## config.mk

```make
export PLATFORM = sky130hd
export DESIGN_NAME = kwm_min
export DESIGN_NICKNAME = d
export VERILOG_FILES = /design/src/rtl/kwm_pkg.sv /design/src/rtl/kwm_min.sv
export SDC_FILE = /design/constraint.sdc
export NUM_CORES = 1
export LEC_CHECK = 0
export BUFFER_PORTS_ARGS = -buffer_cell sky130_fd_sc_hd__buf_2
export CORE_MARGIN = 3
export CORE_UTILIZATION = 55
export DETAILED_ROUTE_END_ITERATION = 8
export GPL_ROUTABILITY_DRIVEN = 0
export PLACE_DENSITY = 0.86
export SLEW_MARGIN = 20
export SYNTH_ARGS = -nofsm -noshare
export SYNTH_HDL_FRONTEND = slang
export SYNTH_SLANG_ARGS = --single-unit
```

## constraint.sdc

```tcl
create_clock -name vclk -period 12.89
set_input_delay 1.9335 -clock vclk [all_inputs]
set_output_delay 1.9335 -clock vclk [all_outputs]
set_load 0.05 [all_outputs]
```

## src/rtl/kwm_pkg.sv

```systemverilog
`timescale 1ns / 1ps
package kwm_pkg;

   // element and field widths
   localparam int VALUE_W  = 32;
   localparam int OP_W     = 2;
   localparam int ID_W     = 3;
   localparam int STATUS_W = 2;

   // operation codes
   localparam logic [OP_W-1:0] OP_APPEND = 2'd0;
   localparam logic [OP_W-1:0] OP_POP    = 2'd1;
   localparam logic [OP_W-1:0] OP_CLEAR  = 2'd2;

   // response status codes
   localparam logic [STATUS_W-1:0] STAT_DONE   = 2'd0;
   localparam logic [STATUS_W-1:0] STAT_POPPED = 2'd1;
   localparam logic [STATUS_W-1:0] STAT_EMPTY  = 2'd2;
   localparam logic [STATUS_W-1:0] STAT_FULL   = 2'd3;

   // sequencer states
   typedef enum logic [1:0] {
      S_IDLE,
      S_EXEC,
      S_ADV,
      S_FILL
   } kwm_state_type;

endpackage

```

## src/rtl/kwm_min.sv

```systemverilog
`timescale 1ns / 1ps
module kwm_min import kwm_pkg::*; #(
   parameter int LIST_COUNT = 8,
   parameter int LIST_W     = 3
) (
   input  logic signed [VALUE_W-1:0] head_val [LIST_COUNT],
   input  logic [LIST_COUNT-1:0]     nonempty,
   output logic                      found,
   output logic [LIST_W-1:0]         best_idx,
   output logic signed [VALUE_W-1:0] best_val
);

   // heap-ordered compare tree; leaves padded up to a power of two
   localparam int LEAVES = 1 << LIST_W;
   localparam int NODES  = 2 * LEAVES - 1;

   logic                      node_ok  [NODES];
   logic [LIST_W-1:0]         node_idx [NODES];
   logic signed [VALUE_W-1:0] node_val [NODES];

   // leaves: one per list, unused slots never win
   for (genvar i = 0; i < LEAVES; i++) begin : g_leaf
      if (i < LIST_COUNT) begin : g_used
         assign node_ok[LEAVES-1+i]  = nonempty[i];
         assign node_val[LEAVES-1+i] = head_val[i];
      end else begin : g_pad
         assign node_ok[LEAVES-1+i]  = 1'b0;
         assign node_val[LEAVES-1+i] = '0;
      end
      assign node_idx[LEAVES-1+i] = LIST_W'(i);
   end

   // inner nodes: lower list wins on a tie
   for (genvar n = 0; n < LEAVES - 1; n++) begin : g_node
      logic take_left;
      assign take_left = node_ok[2*n+1] &&
                         (!node_ok[2*n+2] || (node_val[2*n+1] <= node_val[2*n+2]));
      assign node_ok[n]  = node_ok[2*n+1] || node_ok[2*n+2];
      assign node_idx[n] = take_left ? node_idx[2*n+1] : node_idx[2*n+2];
      assign node_val[n] = take_left ? node_val[2*n+1] : node_val[2*n+2];
   end

   assign found    = node_ok[0];
   assign best_idx = node_idx[0];
   assign best_val = node_val[0];

endmodule

```

Word-level counts from Yosys, hierarchy flattened

Cells that the tools add are included.

Flip-flop bits (word level): 0
Input port bits: 264
Output and inout bits: 36
Word-level logic and storage cells: 49

$lt $le $gt $ge: 7
Multiplexer cells: 14
Reductions and logical operators: 28

Operators with widths:

| operator          | count |
|---|---|
| $le 32x32->1      | 7 |
| $mux 32           | 7 |
| $logic_or 1x1->1  | 14 |
| $mux 3            | 3 |
| $logic_and 1x1->1 | 7 |
| $logic_not 1->1   | 7 |
| $mux 1            | 4 |

Logic depth before layout (Yosys ltp)

Gate-level depths: netlist (run 1).

Depth in word-level cells: 12
Mapped depth: 32
Gate-level depth less buffers: 28

Least setup slack after synthesis (run 1)

No wires, ideal clock.

Kind: in2out
Start point: input port head_val[213] (netlist bit)
End point: output port best_val[10]
Data arrival time: 9276 ps
Required time: 10957 ps
Setup slack: 1680 ps
Stages on the path: 28
Path buffers: 4
Cells stage by stage: inv_1 -> ha_1 -> a211oi_1 -> nor2_1 -> a211o_1 -> a2111o_1 -> o31ai_4 -> buf_6 -> mux2_4 -> ha_1 -> a21o_1 -> a21o_1 -> a221oi_1 -> nor2_1 -> o41ai_1 -> a31oi_1 -> clkbuf_1 -> nor2_1 -> a21oi_1 -> ha_1 -> nand4_1 -> or4_1 -> a41oi_1 -> o31a_1 -> a21oi_1 -> clkbuf_1 -> clkbuf_1 -> o32ai_1

Cells in the longest elaborated chain, start to end: 12

RTL lines:

| what               | line          | source |
|---|---|---|
| start: declaration | kwm_min.sv:6  | `input logic signed [VALUE_W-1:0] head_val [LIST_COUNT],` |
| $le 32x32->1       | kwm_min.sv:37 | `(!node_ok[2*n+2] \|\| (node_val[2*n+1] <= node_val[2*n+2]));` |
| $logic_or 1x1->1   | kwm_min.sv:37 |  |
| $logic_and 1x1->1  | kwm_min.sv:36 | `assign take_left = node_ok[2*n+1] &&` |
| $mux 32 *          | kwm_min.sv:40 | `assign node_val[n] = take_left ? node_val[2*n+1] : node_val[2*n+2];` |
| $le 32x32->1       | kwm_min.sv:37 |  |
| $logic_or 1x1->1   | kwm_min.sv:37 |  |
| $logic_and 1x1->1  | kwm_min.sv:36 |  |
| $mux 32 *          | kwm_min.sv:40 |  |
| $le 32x32->1       | kwm_min.sv:37 |  |
| $logic_or 1x1->1   | kwm_min.sv:37 |  |
| $logic_and 1x1->1  | kwm_min.sv:36 |  |
| $mux 32 *          | kwm_min.sv:40 |  |
| end: declaration   | kwm_min.sv:10 | `output logic signed [VALUE_W-1:0] best_val` |

Mark *: on every way between the ends. The rest lies on a longest branch, timed or not.

Final worst setup path (run 1)

Start point: input port head_val[159] (netlist bit)
End point: output port best_val[31]

The elaborated chain is that of the path after synthesis.

==> metrics.md, run 1 <==
| Metric | Value |
|---|---|
| Status | `finished, final reports clean` |
| Top-Level Pins | `300` |
| Yosys cell types | `64` |
| DRC Markers | `0` |
| Row Count | `46` |
| Worst Hold Class | `in2out` |
| Synth Area in Simple Gates | `0.232` |
| Max_slew headroom | `0.327` |
| Max Fclk | `81.5 MHz` |
| Power Density | `119 mW/mm2` |
| Synthesized net count | `1831` |
| All-Layer GR Usage | `0.333` |
| Yosys synthesis warning count | `0` |
| Worst EP required | `10.96 ns` |
| Setup Buffers After CTS | `0` |
| Initial Util | `0.572` |
| Hold_sp | `nonempty[7]` |
| First-pass iteration count of the detailed router | `6` |
| First-pass GRT wire length | `50500 um` |
| Hold EP | `found` |
| Die ar. | `0.0183 mm2` |
| Total negative setup slack | `0 ns` |
| DRT Wirelength | `32500 um` |
| Final ANT Viol Nets | `0` |
| Post-DP HPWL | `28500 um` |
| Worst-Margin Slew | `1.01 ns` |
| Core ar. | `0.0161 mm2` |
| Syn Std Cell Area | `0.00922 mm2` |
| Pin count of the biggest net entering global routing | `97` |
| FF+latch area | `0 um2` |
| Peak supply drop | `173 uV` |
| Compound-Gate Fraction of Synth Area | `0.322` |
| PortBufs | `300` |
| Minimum clock period | `12.26 ns` |
| Max Slew Vio Count | `0` |
| Post-synthesis xor/xnor area fraction | `0` |
| Synth Area per Inst | `6.86 um2` |
| Fin nets | `2076` |
| Post-layout util | `0.676` |
| Vias in the first global route | `10428` |
| Setup CP Type | `in2out` |
| Sequential-to-total area share from yosys stat | `0` |
| Detail-routed via count per cell | `6.30` |
| Share of cells above drive strength 1 | `0.226` |
| Largest family of logic cells by synthesized area | `compound AO/OA/AOI/OAI gates` |
| Leak | `5.78 nW` |
| Num sequential | `0` |
| # resized after CTS | `0` |
| Post-synthesis adder-cell area fraction | `0.304` |
| Initial antenna violation count | `1` |
| Crit path DAT | `10.33 ns` |
| Max_cap viols | `0` |
| Crit-path max FO | `46` |
| Fin. Hold Viols | `0` |
| # clk buffers | `0` |
| Critical Path End Type | `output pin` |
| Drt wl/cell | `18.0 um` |
| Die Span X | `135 um` |
| Area growth syn-to-layout | `18.3%` |
| Post-cts hold buffer count | `0` |
| Die Y | `135 um` |
| Tcrit/Tclk final | `0.951` |
| Worst hold path depth | `4` |
| RSZ-0062 raised after global routing | `false` |
| Post-Synthesis Cells | `1343` |
| Multiplexer share of the synthesized area | `0.0519` |
| Worst Setup Start Kind | `primary input` |
| Vias post-DR | `11350` |
| Total grt overflow | `0` |
| Setup Viol. Count Final | `0` |
| Drt initial violations | `1075` |
==> power by group <==
group / internal (mW) / leakage, nW / switching (mW) / total [mW]
combinational: 0.419 / 5.78 / 0.882 / 1.30
sequential: 0 / 0 / 0 / 0
clock: 0.0000000104 / 0.00000634 / 0 / 0.0000000104
==> worst max-delay path by stage <==
| stage | to | start | slack, ns |
|---|---|---|---|
| global placement | best_val[31] | head_val[213] | 1.03 |
| finish | best_val[31] | head_val[159] | 0.63 |
| floorplan | best_val[10] | head_val[213] | 1.68 |
| global route | best_val[1] | head_val[159] | 0.08 |
| detailed placement | best_val[31] | head_val[159] | 0.87 |
| CTS | best_val[31] | head_val[159] | 0.83 |
==> placed cells by master, fill, tap and decap left out, types with 3 or more instances in the layout <==
cell type  Yosys  routed
a211oi_1      40      40
a21o_1        14      14
a21oi_1      180     179
a221oi_1      38      38
a22oi_1        3       3
a31oi_1        5       4
and3_1        65      65
and4_1        12      12
buf_12         0       3
buf_2          4     298
buf_4          0      14
ha_1         224     224
inv_1        141     141
mux2_4        29      29
nand2_1       87      87
nand3_1       22      20
nand4_1       42      42
nor2_1        88      88
nor2b_1       11      10
nor3_1        39      39
nor4_1         6       6
o211ai_1      13      13
o21a_1         8       8
o21ai_0       50      50
o21ai_1        6       6
o31ai_1       34      34
o32ai_1       32      32
or2_1         32      32
or2_2          3       3
==> metrics by stage <==
stage	hold WS, ns	area (um2)	cells	total power, mW	setup WS, ns
floorplan	4.24	9220	1343	0.920	1.68
global placement	4.47	10900	1802	1.25	1.03
detailed placement	4.48	10900	1802	1.28	0.873
CTS	4.48	10900	1802	1.28	0.828
global route	4.49	10900	1803	1.40	0.0765
finish	4.47	10900	1803	1.30	0.626
==> worst max-delay path, cell delays in order <==
cell and delay, ns:
buf_2 0.08, inv_1 0.05, ha_1 0.37, nand4_1 0.23
nor4_1 0.62, nand3_2 0.75, and3_1 0.50, nor2_1 0.16
ha_1 0.26, a21o_1 0.18, a21o_1 0.17, a221oi_1 0.26
nor2_1 0.08, o41ai_1 0.61, a31oi_4 0.46, buf_4 0.38
nor2_1 0.19, a21oi_1 0.06, ha_1 0.33, nand4_1 0.13
or4_1 0.61, a41oi_1 0.27, o31a_1 0.26, a21oi_4 0.07
buf_4 0.27, o32ai_1 0.76, buf_12 0.22
==> per-layer routing <==
layer / share of wire / vias to the layer above / GRT usage
met2: 0.43 / 603 / 0.536
met4: 0.027 / 0 / 0.0784
met1: 0.43 / 5073 / 0.464
met3: 0.11 / 63 / 0.0568
met5: 0 / - / 0
li1: - / 5611 / -
==> kinds of logic after synthesis <==
family	count (synthesis)
AOI/OAI and AO/OA	455
and+or+nand+nor	417
adders and majority gates	224
buffers and inverters	214
muxes	33
==> cell usage after synthesis (3+ instances only) <==
master / number / share of area
and3_1: 65 / 0.044
mux2_4: 29 / 0.047
nor4_1: 6 / 0.0041
nor3_1: 39 / 0.021
o31ai_1: 34 / 0.028
nor2b_1: 11 / 0.0075
a31oi_1: 5 / 0.0034
o21ai_0: 50 / 0.027
a21o_1: 14 / 0.011
nand2_1: 87 / 0.035
a221oi_1: 38 / 0.036
a21oi_1: 180 / 0.098
or2_2: 3 / 0.0020
buf_2: 4 / 0.0022
nor2_1: 88 / 0.036
a22oi_1: 3 / 0.0024
o211ai_1: 13 / 0.011
ha_1: 224 / 0.30
o32ai_1: 32 / 0.030
inv_1: 141 / 0.057
a211oi_1: 40 / 0.033
and4_1: 12 / 0.011
clkbuf_1: 60 / 0.024
nand4_1: 42 / 0.029
o21a_1: 8 / 0.0065
buf_1: 5 / 0.0020
or2_1: 32 / 0.022
nand3_1: 22 / 0.012
buf_6: 3 / 0.0037
o21ai_1: 6 / 0.0033
==> area by class of cell <==
cell class / count / area, um2
tap: 216 / 270
timing repair buffer: 315 / 1660
antenna: 1 / 2.50
fill: 1452 / 5220
inverter: 142 / 533
multi-input combinational: 1129 / 8440
(Power assumes the default switching activity.)
==> run 2: changes to the inputs <==
--- a/config.mk
+++ b/config.mk
@@ -6,8 +6,11 @@
 export NUM_CORES = 1
 export LEC_CHECK = 0
 export BUFFER_PORTS_ARGS = -buffer_cell sky130_fd_sc_hd__buf_2
+export CELL_PAD_IN_SITES_DETAIL_PLACEMENT = 0
+export CELL_PAD_IN_SITES_GLOBAL_PLACEMENT = 1
+export CORE_ASPECT_RATIO = 2
 export CORE_MARGIN = 3
-export CORE_UTILIZATION = 55
+export CORE_UTILIZATION = 38
 export DETAILED_ROUTE_END_ITERATION = 8
 export GPL_ROUTABILITY_DRIVEN = 0
 export PLACE_DENSITY = 0.86
==> run 2 against run 1 <==
  * Flip-flop and latch count is the same
  * Combinational power is essentially flat
  * First-iteration DRC count shrank 56%
  * Routed wire length grew 10%
  * Largest cell class unchanged
  * Highest routed layer unchanged
==> metrics.md, run 2 (synthesis results as in run 1) <==
| Metric | Value |
|---|---|
| Status | `finished, final reports clean (unchanged)` |
| Worst Setup Start Kind | `primary input (unchanged)` |
| Setup CP Type | `in2out (unchanged)` |
| Design internal power | `0.405 mW (was 0.419 mW)` |
| FF+latch area | `0 um2 (unchanged)` |
| Comb power frac | `1.000 (about the same)` |
| Detail-routed via count per cell | `5.95 (was 6.30)` |
| Crit path DAT | `10.37 ns (was 10.33 ns)` |
| Setup Viol. Count Final | `0 (unchanged)` |
| Crit path largest cell delay | `0.76 ns (about the same)` |
| Setup Buffers After CTS | `0 (unchanged)` |
| Leak | `5.82 nW (was 5.78 nW)` |
| Total Power | `1.29 mW (was 1.30 mW)` |
| Drt initial violations | `475 (was 1075)` |
| Core ar. | `0.0238 mm2 (was 0.0161 mm2)` |
| Num sequential | `0 (unchanged)` |
| Share of cells above drive strength 1 | `0.231 (was 0.226)` |
| Row Count | `80 (was 46)` |
| Tcrit/Tclk final | `0.954 (was 0.951)` |
| Most frequent cells in the layout | `buf_2 (300), ha_1 (224), a21oi_1 (179) (was buf_2 (298), ha_1 (224), a21oi_1 (179))` |
| Total negative setup slack | `0 ns (unchanged)` |
| Layout fillers | `2528 (was 1452)` |
| Fin. Hold Viols | `0 (unchanged)` |
| Area growth syn-to-layout | `19.7% (was 18.3%)` |
| Commonest non-fill, non-tap cell in the layout | `buf_2 (unchanged)` |
| Max Slew Vio Count | `0 (unchanged)` |
| Worst Hold Class | `in2out (unchanged)` |
| Final ANT Viol Nets | `0 (unchanged)` |
| Post-Layout Cell Count | `1882 (was 1803)` |
| Max Fclk | `81.3 MHz (was 81.5 MHz)` |
| Initial antenna violation count | `0 (was 1)` |
| DRC Markers | `0 (unchanged)` |
| Max_slew headroom | `0.447 (was 0.327)` |
| Fin nets | `2085 (was 2076)` |
| Critical Path End Type | `output pin (unchanged)` |
| Hold_sp | `nonempty[7] (unchanged)` |
| Post-Place Cells | `1882 (was 1802)` |
| Post-DP HPWL | `32300 um (was 28500 um)` |
| Switch Pwr | `0.887 mW (was 0.882 mW)` |
| Antenna diode count | `0 (was 1)` |
| Clock Power Share | `0 (about the same)` |
| Peak supply drop | `127 uV (was 173 uV)` |
| Minimum clock period | `12.30 ns (was 12.26 ns)` |
| Critical Path Source | `head_val[159] (unchanged)` |
| Worst-Margin Slew | `0.819 ns (was 1.01 ns)` |
| Top-Level Pins | `300 (unchanged)` |
| Worst EP required | `10.96 ns (about the same)` |
| Drt wl/cell | `19.0 um (was 18.0 um)` |
| Switching share of power | `0.687 (was 0.678)` |
| Crit-path max FO | `39 (was 46)` |
| Initial Util | `0.387 (was 0.572)` |
| All-Layer GR Usage | `0.255 (was 0.333)` |
| First-pass iteration count of the detailed router | `5 (was 6)` |
| Pin count of the biggest net entering global routing | `51 (was 97)` |
| # clk buffers | `0 (unchanged)` |
| Max_cap viols | `0 (unchanged)` |
| PortBufs | `300 (unchanged)` |
| Total grt overflow | `0 (unchanged)` |
| Die Y | `226 um (was 135 um)` |
| Vias in the first global route | `10737 (was 10428)` |
| Vias post-DR | `11207 (was 11350)` |
| Post-layout util | `0.463 (was 0.676)` |
| Final setup margin | `0.591 ns (was 0.626 ns)` |
| Die Span X | `116 um (was 135 um)` |
| Sequential share of power | `0 (about the same)` |
| DRT Wirelength | `35900 um (was 32500 um)` |
| RSZ-0062 raised after global routing | `false (unchanged)` |
| Pre-CTS setup slack | `0.543 ns (was 0.873 ns)` |
| First-pass GRT wire length | `53400 um (was 50500 um)` |
| Post-cts hold buffer count | `0 (unchanged)` |
| Die ar. | `0.0263 mm2 (was 0.0183 mm2)` |
| # resized after CTS | `0 (unchanged)` |
| CP max stage cell | `nor4_1 (was o32ai_1)` |
| Power Density | `117 mW/mm2 (was 119 mW/mm2)` |
run 2: changes by cell type in the layout (fill, tap and decap cells not counted):
| cell | previous run | this run |
|---|---|---|
| buf_2 | 298 | 300 |
| buf_12 | 3 | 1 |
| buf_4 | 14 | 23 |
| nand3_4 | 0 | 1 |
| nand3_2 | 2 | 1 |
| diode_2 | 1 | 0 |
run 2: layout make-up:
cell class                      instances  area (um2)  area share
Tap cell                              287         359      0.0326
Timing Repair Buffer                  324        1690       0.154
Inverter                              142         533      0.0483
Multi-Input combinational cell       1129        8450       0.766
run 2: critical path, delay by kind of cell:
family,cells,cell delay (ns)
AND/OR/NAND/NOR,7,2.21
buffers and inverters,5,1.23
AO/OA/AOI/OAI,14,3.99
adder cells (fa/ha/maj),3,0.98
run 2: final timing paths:
kind              slack (ns)  depth (start not counted)           end
hold / removal          4.44                          4         found
setup / recovery        0.59                         29  best_val[15]
run 2: metal layers:
| metal | track usage | up-vias | share of wire |
|---|---|---|---|
| li1 | - | 5602 | - |
| met1 | 0.275 | 5152 | 0.38 |
| met2 | 0.490 | 353 | 0.52 |
| met3 | 0.0153 | 100 | 0.040 |
| met4 | 0.119 | 0 | 0.057 |
| met5 | 0 | - | 0 |
run 2: power by group through the flow:
stage	combinational (mW)	sequential, mW	clock [mW]
after global placement	1.27	0	0
final	1.29	0	0
after global routing	1.39	0	0
after floorplan	0.920	0	0
after detailed placement	1.28	0	0
after CTS	1.29	0	0
run 2: per-stage QoR:
step	hold slack (ns)	area, um2
after floorplan	4.24	9220
after global placement	4.45	11000
after detailed placement	4.42	11000
after CTS	4.43	11000
after global routing	4.47	11000
final	4.44	11000
==> run 3: changes to the inputs <==
--- a/config.mk
+++ b/config.mk
@@ -14,6 +14,7 @@
 export DETAILED_ROUTE_END_ITERATION = 8
 export GPL_ROUTABILITY_DRIVEN = 0
 export PLACE_DENSITY = 0.86
+export REMOVE_ABC_BUFFERS = 1
 export SLEW_MARGIN = 20
 export SYNTH_ARGS = -nofsm -noshare
 export SYNTH_HDL_FRONTEND = slang
==> run 3 against run 2 <==
  * Maximum frequency down 0.41%
  * Final cell count up 0.11%
  * Total power barely moved
  * Critical path type unchanged
  * Core utilization is essentially flat
  * Flip-flop and latch count unchanged
  * Worst setup slack lost 0.050 ns
  * Die area unchanged
  * Via count about the same
  * Design area about the same
  * Largest cell class unchanged
  * Clock-buffer cell count unchanged
  * First-iteration DRC count rose by 25%
  * Routed wire length shrank 0.48%
==> metrics.md, run 3 (synthesis results as in run 1) <==
| Metric | Value |
|---|---|
| Vias in the first global route | `10966 (was 10737)` |
| Area growth syn-to-layout | `19.7% (about the same)` |
| Final setup margin | `0.541 ns (was 0.591 ns)` |
| Detail-routed via count per cell | `5.94 (was 5.95)` |
| Worst Hold Class | `in2out (unchanged)` |
| Crit-path max FO | `39 (unchanged)` |
| Critical Path End Type | `output pin (unchanged)` |
| Max_slew headroom | `0.418 (was 0.447)` |
| DRC Markers | `0 (unchanged)` |
| Pre-CTS setup slack | `0.348 ns (was 0.543 ns)` |
| Critical Path Source | `head_val[213] (was head_val[159])` |
| Drt initial violations | `592 (was 475)` |
| Power Density | `117 mW/mm2 (about the same)` |
| Top-Level Pins | `300 (unchanged)` |
| Total negative setup slack | `0 ns (unchanged)` |
| Sequential share of power | `0 (about the same)` |
| Worst EP required | `10.96 ns (about the same)` |
| Num sequential | `0 (unchanged)` |
| Die Y | `226 um (unchanged)` |
| RSZ-0062 raised after global routing | `false (unchanged)` |
| Switching share of power | `0.680 (was 0.687)` |
| Crit path DAT | `10.42 ns (was 10.37 ns)` |
| Design internal power | `0.413 mW (was 0.405 mW)` |
| Post-DP HPWL | `31700 um (was 32300 um)` |
| Post-layout util | `0.463 (about the same)` |
| Max Fclk | `81.0 MHz (was 81.3 MHz)` |
| Tcrit/Tclk final | `0.958 (was 0.954)` |
| Worst-Margin Slew | `0.871 ns (was 0.819 ns)` |
| Pin count of the biggest net entering global routing | `50 (was 51)` |
| First-pass iteration count of the detailed router | `5 (unchanged)` |
| Minimum clock period | `12.35 ns (was 12.30 ns)` |
| First-pass GRT wire length | `54200 um (was 53400 um)` |
| Setup CP Type | `in2out (unchanged)` |
| Fin area | `0.0110 mm2 (about the same)` |
| Worst Setup Start Kind | `primary input (unchanged)` |
| Fin. Hold Viols | `0 (unchanged)` |
| CP max stage cell | `o31ai_4 (was nor4_1)` |
| DRT Wirelength | `35700 um (was 35900 um)` |
| Commonest non-fill, non-tap cell in the layout | `buf_2 (unchanged)` |
| Die Span X | `116 um (unchanged)` |
| Drt wl/cell | `18.9 um (was 19.0 um)` |
| Total grt overflow | `0 (unchanged)` |
| Final ANT Viol Nets | `0 (unchanged)` |
| Max_cap viols | `0 (unchanged)` |
| Fin nets | `2083 (was 2085)` |
| Row Count | `80 (unchanged)` |
| All-Layer GR Usage | `0.257 (was 0.255)` |
| Share of cells above drive strength 1 | `0.231 (about the same)` |
| Switch Pwr | `0.877 mW (was 0.887 mW)` |
| PortBufs | `300 (unchanged)` |
| Die ar. | `0.0263 mm2 (unchanged)` |
| Vias post-DR | `11197 (was 11207)` |
| Post-Layout Cell Count | `1884 (was 1882)` |
| Core ar. | `0.0238 mm2 (unchanged)` |
| # clk buffers | `0 (unchanged)` |
| Clock Power Share | `0 (about the same)` |
| Leak | `5.81 nW (was 5.82 nW)` |
| Setup crit end | `best_val[15] (unchanged)` |
| Initial Util | `0.387 (unchanged)` |
| Initial antenna violation count | `4 (was 0)` |
| Post-Place Cells | `1880 (was 1882)` |
| Placed cell area | `0.0110 mm2 (about the same)` |
| Peak supply drop | `113 uV (was 127 uV)` |
| FF+latch area | `0 um2 (unchanged)` |
| Status | `finished, final reports clean (unchanged)` |
| Comb power frac | `1.000 (about the same)` |
| Max Slew Vio Count | `0 (unchanged)` |
| Most frequent cells in the layout | `buf_2 (300), ha_1 (224), a21oi_1 (179) (unchanged)` |
| Crit path largest cell delay | `0.70 ns (was 0.76 ns)` |
| Hold_sp | `nonempty[7] (unchanged)` |
| Setup Viol. Count Final | `0 (unchanged)` |
==> run 3: what timing repair did <==
action | 4_1_cts | 5_1_grt
setup endpoints to repair | 0 | 26
hold buffers | 0 | 0
resized for setup | 0 | 1
endpoints found under the hold margin | 0 | 0
setup buffers | 0 | 0
==> run 3: power by group through the flow <==
stage	registers, mW	clock network [mW]	logic [mW]
finish	0	0.0000000416	1.29
detailed placement	0	0	1.28
global placement	0	0	1.27
floorplan	0	0	0.908
global route	0	0.0000000415	1.40
CTS	0	0	1.28
==> run 3: metal layers <==
layer  vias to the layer above  track usage  wire [um]
li1                       5604            -          -
met4                         0        0.125       2090
met5                         -            0          0
met2                       415        0.476      18300
met1                      5074        0.291      13400
met3                       104       0.0161       1850
==> run 3: final cells by class <==
class | count | area [um2]
fillers | 2567 | 12800
diodes | 4 | 10.0
repair buffers | 322 | 1680
inverters | 142 | 533
multi-input cells | 1129 | 8450
well taps | 287 | 359
==> run 3: worst min path at each step <==
stage               slack (ns)    end  cells after the start
finish                    4.43  found                      4
global route              4.48  found                      4
detailed placement        4.44  found                      4
CTS                       4.45  found                      4
global placement          4.45  found                      4
floorplan                 4.24  found                      2
==> run 3: metrics by stage <==
step	hold slack [ns]	power [mW]
finish	4.43	1.29
global route	4.48	1.40
CTS	4.45	1.28
detailed placement	4.44	1.28
global placement	4.45	1.27
floorplan	4.24	0.908
==> run 3: critical path: cells and delay by family <==
family	cells	cell delay, ns
adder cells (fa/ha/maj)	3	0.80
multiplexers	1	0.40
AO/OA/AOI/OAI	14	4.35
AND/OR/NAND/NOR	5	1.21
buffers and inverters	6	1.66
